**src/sv/ssc_pkg.sv**
```systemverilog
// stanley steering controller package: register indexes, sequencer states,
// cordic arctangent table. no dependencies.
package ssc_pkg;

    typedef enum logic [2:0]
    {
        REG_GAIN_FWD   = 3'd0,
        REG_SOFT_FWD   = 3'd1,
        REG_GAIN_REV   = 3'd2,
        REG_SOFT_REV   = 3'd3,
        REG_YAW_DAMP   = 3'd4,
        REG_STEER_DAMP = 3'd5,
        REG_MAX_STEER  = 3'd6
    } reg_idx_t;

    typedef enum logic [3:0]
    {
        ST_IDLE,
        ST_PREP,
        ST_MUL_NUM,
        ST_SETUP,
        ST_CORDIC,
        ST_ROUND,
        ST_MUL_YAW,
        ST_MUL_STEER,
        ST_SUM,
        ST_OUT
    } state_t;

    localparam int unsigned AtanMax = 24;

    function automatic logic [31:0] atan_lut(input logic [4:0] i);
        logic [31:0] v;
        case (i)
            5'd0:  v = 32'h20000000;
            5'd1:  v = 32'h12E4051E;
            5'd2:  v = 32'h09FB385B;
            5'd3:  v = 32'h051111D4;
            5'd4:  v = 32'h028B0D43;
            5'd5:  v = 32'h0145D7E1;
            5'd6:  v = 32'h00A2F61E;
            5'd7:  v = 32'h00517C55;
            5'd8:  v = 32'h0028BE53;
            5'd9:  v = 32'h00145F2F;
            5'd10: v = 32'h000A2F98;
            5'd11: v = 32'h000517CC;
            5'd12: v = 32'h00028BE6;
            5'd13: v = 32'h000145F3;
            5'd14: v = 32'h0000A2FA;
            5'd15: v = 32'h0000517D;
            5'd16: v = 32'h000028BE;
            5'd17: v = 32'h0000145F;
            5'd18: v = 32'h00000A30;
            5'd19: v = 32'h00000518;
            5'd20: v = 32'h0000028C;
            5'd21: v = 32'h00000146;
            5'd22: v = 32'h000000A3;
            5'd23: v = 32'h00000051;
            default: v = 32'h0;
        endcase
        return v;
    endfunction

endpackage

```
**src/sv/stanley_steering_controller_top.sv**
```systemverilog
// stanley steering controller top level: stream in/out, apb registers,
// one shared multiplier and a cordic sequencer. uses ssc_pkg.
//
// channel | dir | fields
// s_axis  | in  | tdata: measured_steer, speed, front_yaw, rear_yaw, path_heading,
//         |     |        cross_err, err_valid; tuser: skip
// m_axis  | out | tdata: steer_request
// apb     | in  | seven registers at 4*i
// a forward item goes PREP, MUL_NUM, SETUP, CORDIC (steps rounds), ROUND, SUM, OUT;
// a reverse item adds MUL_YAW and MUL_STEER after ROUND; steps is CORDIC_STEPS limited
// to 24. a skipped item stays in IDLE; an invalid one goes from PREP back to IDLE.
// s_axis_tready is low while an item is at work; a finished result waits in
// ST_OUT while m_axis still holds an earlier one.
// reset is asynchronous, active low, and clears config, history and state, not datapath.
module stanley_steering_controller_top
    import ssc_pkg::*;
#(
    parameter int CORDIC_STEPS = 16
)
(
    input  logic         clk,
    input  logic         rst_n,
    input  logic         s_axis_tvalid,
    output logic         s_axis_tready,
    // measured_steer[15:0] speed[31:16] front_yaw[47:32] rear_yaw[63:48]
    // path_heading[79:64] cross_err[103:80] err_valid[104], zero to 111
    input  logic [111:0] s_axis_tdata,
    // skip
    input  logic         s_axis_tuser,
    output logic         m_axis_tvalid,
    input  logic         m_axis_tready,
    // steer_request[15:0]
    output logic [15:0]  m_axis_tdata,
    input  logic         psel,
    input  logic         penable,
    input  logic         pwrite,
    input  logic [4:0]   paddr,
    input  logic [31:0]  pwdata,
    output logic [31:0]  prdata,
    output logic         pready
);

    localparam int Steps = (CORDIC_STEPS > int'(AtanMax)) ? int'(AtanMax) : CORDIC_STEPS;

    logic [15:0] gain_fwd_reg, gain_rev_reg, yaw_damp_reg, steer_damp_reg;
    logic [14:0] soft_fwd_reg, soft_rev_reg, max_steer_reg;
    logic signed [15:0] last_steer_reg, last_rear_yaw_reg, last_rear_path_reg;

    state_t state_reg, state_next;

    logic signed [15:0] steer_reg, speed_reg, fyaw_reg, ryaw_reg, path_reg;
    logic signed [23:0] xte_reg;
    logic               valid_reg;
    logic               rev_reg;

    logic signed [41:0] num_reg;
    logic signed [17:0] den_reg;
    logic signed [44:0] x_reg, y_reg;
    logic signed [35:0] z_reg;
    logic               neg_reg;
    logic [4:0]         cnt_reg;
    logic signed [17:0] term_reg;
    logic signed [19:0] acc_reg;
    logic signed [15:0] res_reg;
    logic               out_valid_reg;

    wire wr_en = psel && penable && pwrite;
    wire [2:0] widx = paddr[4:2];
    wire out_go = !out_valid_reg || m_axis_tready;

    assign pready = 1'b1;
    assign s_axis_tready = (state_reg == ST_IDLE);
    assign m_axis_tvalid = out_valid_reg;
    assign m_axis_tdata = res_reg;

    always_comb
    begin
        prdata = 32'd0;
        case (reg_idx_t'(widx))
            REG_GAIN_FWD:   prdata = {16'd0, gain_fwd_reg};
            REG_SOFT_FWD:   prdata = {17'd0, soft_fwd_reg};
            REG_GAIN_REV:   prdata = {16'd0, gain_rev_reg};
            REG_SOFT_REV:   prdata = {17'd0, soft_rev_reg};
            REG_YAW_DAMP:   prdata = {16'd0, yaw_damp_reg};
            REG_STEER_DAMP: prdata = {16'd0, steer_damp_reg};
            REG_MAX_STEER:  prdata = {17'd0, max_steer_reg};
            default:        prdata = 32'd0;
        endcase
        if (paddr[1:0] != 2'd0)
        begin
            prdata = 32'd0;
        end
    end

    always_ff @(posedge clk or negedge rst_n)
    begin
        if (!rst_n)
        begin
            gain_fwd_reg   <= 16'd256;
            soft_fwd_reg   <= 15'd1000;
            gain_rev_reg   <= 16'd256;
            soft_rev_reg   <= 15'd1000;
            yaw_damp_reg   <= 16'd0;
            steer_damp_reg <= 16'd0;
            max_steer_reg  <= 15'd7282;
        end
        else if (wr_en)
        begin
            case (reg_idx_t'(widx))
                REG_GAIN_FWD:   gain_fwd_reg   <= pwdata[15:0];
                REG_SOFT_FWD:   soft_fwd_reg   <= pwdata[14:0];
                REG_GAIN_REV:   gain_rev_reg   <= pwdata[15:0];
                REG_SOFT_REV:   soft_rev_reg   <= pwdata[14:0];
                REG_YAW_DAMP:   yaw_damp_reg   <= pwdata[15:0];
                REG_STEER_DAMP: steer_damp_reg <= pwdata[15:0];
                REG_MAX_STEER:  max_steer_reg  <= pwdata[14:0];
                default:        ;
            endcase
        end
    end

    // shared multiplier: 17 bit signed by 25 bit signed
    logic signed [24:0] mul_a;
    logic signed [16:0] mul_b;
    logic signed [41:0] mul_p;
    logic signed [15:0] d_yaw, d_steer, d_path;

    assign d_yaw   = last_rear_yaw_reg - ryaw_reg;
    assign d_steer = last_steer_reg - steer_reg;
    assign d_path  = last_rear_path_reg - path_reg;

    always_comb
    begin
        mul_a = 25'sd0;
        mul_b = 17'sd0;
        case (state_reg)
            ST_MUL_NUM:
            begin
                mul_a = -{xte_reg[23], xte_reg};
                mul_b = {1'b0, rev_reg ? gain_rev_reg : gain_fwd_reg};
            end
            ST_MUL_YAW:
            begin
                mul_a = 25'(d_yaw);
                mul_b = {1'b0, yaw_damp_reg};
            end
            ST_MUL_STEER:
            begin
                mul_a = 25'(d_steer);
                mul_b = {1'b0, steer_damp_reg};
            end
            default:
            begin
                mul_a = 25'sd0;
                mul_b = 17'sd0;
            end
        endcase
    end
    assign mul_p = mul_a * mul_b;

    wire signed [41:0] damp_w = (mul_p + 42'sd2048) >>> 12;

    always_comb
    begin
        state_next = state_reg;
        case (state_reg)
            ST_IDLE:
                if (s_axis_tvalid && s_axis_tready && !s_axis_tuser)
                    state_next = ST_PREP;
            ST_PREP:      state_next = valid_reg ? ST_MUL_NUM : ST_IDLE;
            ST_MUL_NUM:   state_next = ST_SETUP;
            ST_SETUP:     state_next = ST_CORDIC;
            ST_CORDIC:
                if (cnt_reg == 5'(Steps - 1))
                    state_next = ST_ROUND;
            ST_ROUND:     state_next = rev_reg ? ST_MUL_YAW : ST_SUM;
            ST_MUL_YAW:   state_next = ST_MUL_STEER;
            ST_MUL_STEER: state_next = ST_SUM;
            ST_SUM:       state_next = ST_OUT;
            ST_OUT:       state_next = out_go ? ST_IDLE : ST_OUT;
            default:      state_next = ST_IDLE;
        endcase
    end

    logic signed [44:0] dx, dy;
    logic signed [35:0] zr;
    logic signed [19:0] rr;
    logic signed [19:0] wsum;
    logic signed [16:0] resn, lim;

    assign dx = y_reg >>> cnt_reg;
    assign dy = x_reg >>> cnt_reg;
    assign zr = (z_reg + 36'sd32768) >>> 16;
    assign wsum = acc_reg;
    assign lim = {2'b00, max_steer_reg};

    always_comb
    begin
        rr = zr[19:0];
        if (zr < 0)
            rr = 20'sd0;
        else if (zr > 36'sd16384)
            rr = 20'sd16384;
        resn = rev_reg ? -17'(signed'(wsum[15:0])) : 17'(signed'(wsum[15:0]));
        if (resn > lim)
            resn = lim;
        if (resn < -lim)
            resn = -lim;
    end

    always_ff @(posedge clk or negedge rst_n)
    begin
        if (!rst_n)
        begin
            state_reg          <= ST_IDLE;
            out_valid_reg      <= 1'b0;
            last_steer_reg     <= 16'sd0;
            last_rear_yaw_reg  <= 16'sd0;
            last_rear_path_reg <= 16'sd0;
        end
        else
        begin
            state_reg <= state_next;
            if (m_axis_tvalid && m_axis_tready)
                out_valid_reg <= 1'b0;
            case (state_reg)
                ST_PREP:
                    if (!valid_reg)
                    begin
                        last_steer_reg    <= steer_reg;
                        last_rear_yaw_reg <= ryaw_reg;
                    end
                ST_OUT:
                    if (out_go)
                    begin
                        out_valid_reg     <= 1'b1;
                        last_steer_reg    <= steer_reg;
                        last_rear_yaw_reg <= ryaw_reg;
                        if (rev_reg)
                            last_rear_path_reg <= path_reg;
                    end
                default: ;
            endcase
        end
    end

    always_ff @(posedge clk)
    begin
        case (state_reg)
            ST_IDLE:
                if (s_axis_tvalid && s_axis_tready)
                begin
                    steer_reg <= s_axis_tdata[15:0];
                    speed_reg <= s_axis_tdata[31:16];
                    fyaw_reg  <= s_axis_tdata[47:32];
                    ryaw_reg  <= s_axis_tdata[63:48];
                    path_reg  <= s_axis_tdata[79:64];
                    xte_reg   <= s_axis_tdata[103:80];
                    valid_reg <= s_axis_tdata[104];
                end
            ST_PREP:
            begin
                rev_reg <= speed_reg[15];
                den_reg <= speed_reg[15]
                    ? 18'(speed_reg) - 18'(soft_rev_reg)
                    : 18'(speed_reg) + 18'(soft_fwd_reg);
            end
            ST_MUL_NUM:
                num_reg <= mul_p;
            ST_SETUP:
            begin
                neg_reg <= (num_reg < 0) ^ (den_reg < 0);
                y_reg   <= (num_reg < 0) ? -45'(num_reg) : 45'(num_reg);
                x_reg   <= (den_reg < 0) ? -(45'(den_reg) <<< 8) : (45'(den_reg) <<< 8);
                z_reg   <= 36'sd0;
                cnt_reg <= 5'd0;
            end
            ST_CORDIC:
            begin
                cnt_reg <= cnt_reg + 5'd1;
                if (y_reg >= 0)
                begin
                    x_reg <= x_reg + dx;
                    y_reg <= y_reg - dy;
                    z_reg <= z_reg + 36'(atan_lut(cnt_reg));
                end
                else
                begin
                    x_reg <= x_reg - dx;
                    y_reg <= y_reg + dy;
                    z_reg <= z_reg - 36'(atan_lut(cnt_reg));
                end
            end
            ST_ROUND:
            begin
                if (num_reg == 0)
                    term_reg <= 18'sd0;
                else if (den_reg == 0)
                    term_reg <= (num_reg > 0) ? 18'sd16384 : -18'sd16384;
                else
                    term_reg <= neg_reg ? -18'(rr) : 18'(rr);
                acc_reg <= 20'(path_reg) - (rev_reg ? 20'(ryaw_reg) : 20'(fyaw_reg));
            end
            ST_MUL_YAW:
                acc_reg <= acc_reg + 20'(damp_w) - 20'(d_path);
            ST_MUL_STEER:
                acc_reg <= acc_reg + 20'(damp_w);
            ST_SUM:
                acc_reg <= acc_reg + 20'(term_reg);
            ST_OUT:
                if (out_go)
                    res_reg <= resn[15:0];
            default: ;
        endcase
    end

endmodule
```
**config.mk**
```make
export PLATFORM = sky130hd
export DESIGN_NAME = stanley_steering_controller_top
export DESIGN_NICKNAME = d
export VERILOG_FILES = /design/src/sv/ssc_pkg.sv /design/src/sv/stanley_steering_controller_top.sv
export SDC_FILE = /design/constraint.sdc
export NUM_CORES = 2
export LEC_CHECK = 0
export BUFFER_PORTS_ARGS = -buffer_cell sky130_fd_sc_hd__buf_2
export CAP_MARGIN = 20
export CORE_MARGIN = 2
export CORE_UTILIZATION = 35
export CTS_CLUSTER_DIAMETER = 120
export DETAILED_ROUTE_END_ITERATION = 10
export GPL_TIMING_DRIVEN = 1
export PLACE_DENSITY = 0.5
export SLEW_MARGIN = 15
export SYNTH_ARGS = -nofsm -noshare
export SYNTH_HDL_FRONTEND = slang
export SYNTH_SLANG_ARGS = --single-unit
```
**constraint.sdc**
```tcl
create_clock -name clk -period 10.45 [get_ports clk]
set_input_delay 2.6125 -clock clk [delete_from_list [all_inputs] [get_ports clk]]
set_output_delay 2.6125 -clock clk [all_outputs]
set_load 0.02 [all_outputs]
```
==> flow_summary.ini <==
[synth]
seq_area_frac_synth = 0.250
synth_common_cells = nand2_1 (677), inv_1 (633), nor2_1 (607)
syn-cell-area_um2 = 60300
synth_top_area_share = 0.172
synthFlopType = edfxtp_1
syn_inst = 6619
yosysMostFrequentCell = nand2_1
synth_edf_count = 345
synth-simple-area-share = 0.151
synth_top_family_by_area = adder cells
ys_async_sr_fraction = 0.302
ys_types = 88
ys_ff_latch = 537
synthAdderAreaFrac = 0.217
synthesis.area_per_instance_um2 = 9.11
synth_compound_area_frac = 0.151
ys_warn_count = 0
synthMuxAreaShare = 0.102
yosys-top-cells-area = edfxtp_1 (17%), fa_1 (13%), ha_1 (8.3%)
synth_xor_area_frac = 0.0679
synth_top_area_cell = edfxtp_1

[cts]
cts_hold_buf = 0
clkTransAtPathRegs_ps = 70
cts_tree = built
cts_root_buf = clkbuf_16
numCtsBuffers = 69
cts_sinks = 537
worstSkewPairLatency_ps = 720
clockBufferDepth = 3
htreeDepth = 3

[drt]
drt_iter0_markers = 3721
wire_per_inst_um = 20.6
drt-total-wl_mm = 194
num_vias = 50403
viasPerCell = 5.35
ant_nets = 0
dr.pass1.iters = 6
drc = 0

[pwr]
p_leak_nw = 29.9
p_total_w = 0.0230
power_density_nw_per_um2 = 326
ir_worst_vdd_mv = 0.221

[setup_path]
cpMaxStageDelayCell = fa_1
crit_arrival_ps = 11410
slowest_delay_ps = 550
crit_type = reg2reg
crit_path_start_kind = register
path_max_fanout = 4
crit_required_ps = 10910
worst_path_most_repeated_cell = fa_1
endpoint_kind = register

[cells_and_area]
fin_cells = 9424
nFillCells = 17035
layout-drive-gt1-share = 0.189
syn_to_final_growth_pct = 17.0
fin_nets = 8014

[floorplan]
fp.coreArea_um2 = 171000
initial_core_util = 0.352
die_h_um = 419
io_pins = 208
die_x_um = 419
fp-row-count = 152
dieArea_um2 = 176000

[placed_design]
portBuffers = 167
dp_hpwl_mm = 153
gp_congestion = 0.926
dp_cells = 9229

[global_route]
grt.total_usage = 0.219
grt_max_degree = 101
grt_pass1_wl_mm = 298
antenna_found_initial = 3
overflow = 0
grt_pass1_vias = 50513

[timing]
finClkSkew_ps = 65.2
min_period_ps = 10950
slew_violations = 0
fmax_mhz = 91.3
fin_ws_ps = -502
worst_pin_slew_ps = 1120
slew-limit-headroom = 0.245
setup_viol = 7
fin_crit_sh = 1.05
hold_violations = 0
rsz0062_at_grt = true

[hold_path]
min_path_type = reg2reg

[run]
drv_cap = 0

[outcome]
run_status = finished with violations
violations = negative setup slack
cells in the final DEF (no fill, tap or decap), types with 30 or more instances in the layout:
cell and instances:
mux4_2 142, nor3_1 133, nor4_1 31, dfxtp_1 30, a31oi_1 75, nand2_1 672
clkbuf_16 71, and3_1 52, xor2_1 160, buf_4 470, o31ai_1 66, a22oi_1 45
or3_1 62, ha_1 373, or2_2 33, o21bai_1 36, nand4_1 39, nor2b_1 53
inv_1 618, mux2_2 154, nand3_1 109, fa_1 397, dfrtp_1 141, buf_2 166
xnor2_1 278, o21a_1 72, a21oi_1 322, mux2i_1 121, nor2_1 591, edfxtp_1 345
nand2b_1 89, o21ai_0 348, a21o_1 126
final timing paths:
kind / slack (ps) / start / end / cells after the start
worst max-delay path: -500 / last_steer_reg[0] / acc_reg[15] / 52
worst min-delay path: 480 / last_rear_path_reg[0] / last_rear_path_reg[0] / 2
worst max register to register: -500 / last_steer_reg[0] / acc_reg[15] / 52
worst min register to register: 480 / last_rear_path_reg[0] / last_rear_path_reg[0] / 2
max in group asynchronous: 6950 / rst_n / soft_fwd_reg[2] / 2
min in group asynchronous: 2040 / rst_n / last_steer_reg[1] / 1
cell families (layout without fill, tap and decap cells):
family,Yosys count,in the layout
DFF,537,537
AOI/OAI and AO/OA,1436,1436
xor gates and xnor gates,464,464
muxes,417,417
other,2,19
buffers and inverters,956,1434
and+or+nand+nor,2005,2005
adders and majority gates,802,802
final cells by class:
class | count | area [um2] | area share
tap | 2310 | 2890 | 0.0410
antenna | 2 | 5.00 | 0.0000710
clock inverter | 42 | 489 | 0.00694
clock buffer | 86 | 1840 | 0.0261
inverter | 636 | 2400 | 0.0340
multi-input combinational | 5141 | 43000 | 0.610
sequential | 537 | 15000 | 0.213
timing repair buffer | 670 | 4820 | 0.0683
layer usage:
metal  share of wire  wire [um]  vias up  global-route usage
met1            0.45      88000    24749               0.300
met5               0          0        -                   0
met4           0.030       5750        0              0.0610
met2            0.46      89800     1295               0.358
li1                -          -    24104                   -
met3           0.053      10200      255              0.0314
metrics by stage:
step	util	setup slack, ps	setup TNS (ps)	instance area [um2]	hold WS, ps
after CTS	0.408	-552	-2280	69900	484
after global routing	0.412	-1030	-6430	70500	506
after detailed placement	0.389	-1020	-6820	66600	471
after global placement	0.389	-817	-5000	66600	465
after floorplan	-	-73.1	-73.1	60600	450
final	0.412	-502	-2160	70500	482
repair_timing:
| action | 4_1_cts | 5_1_grt |
|---|---|---|
| setup buffers | 58 | 14 |
| resized for setup | 107 | 105 |
| endpoints found under the setup margin | 10 | 14 |
| pin swaps | 67 | 70 |
critical path, delay by kind of cell, from the launching register on:
family,cells,cell delay (ps)
simple gates,7,1120
compound gates,18,2690
fa+ha+maj,11,4390
xor+xnor,6,1220
flops,1,370
buf+inv,10,880
power breakdown:
group          total (W)  internal, W  switching [W]
logic             0.0166      0.00726        0.00938
registers        0.00387      0.00319       0.000682
clock network    0.00250      0.00141        0.00109
Power figures use the tool's default switching activity.
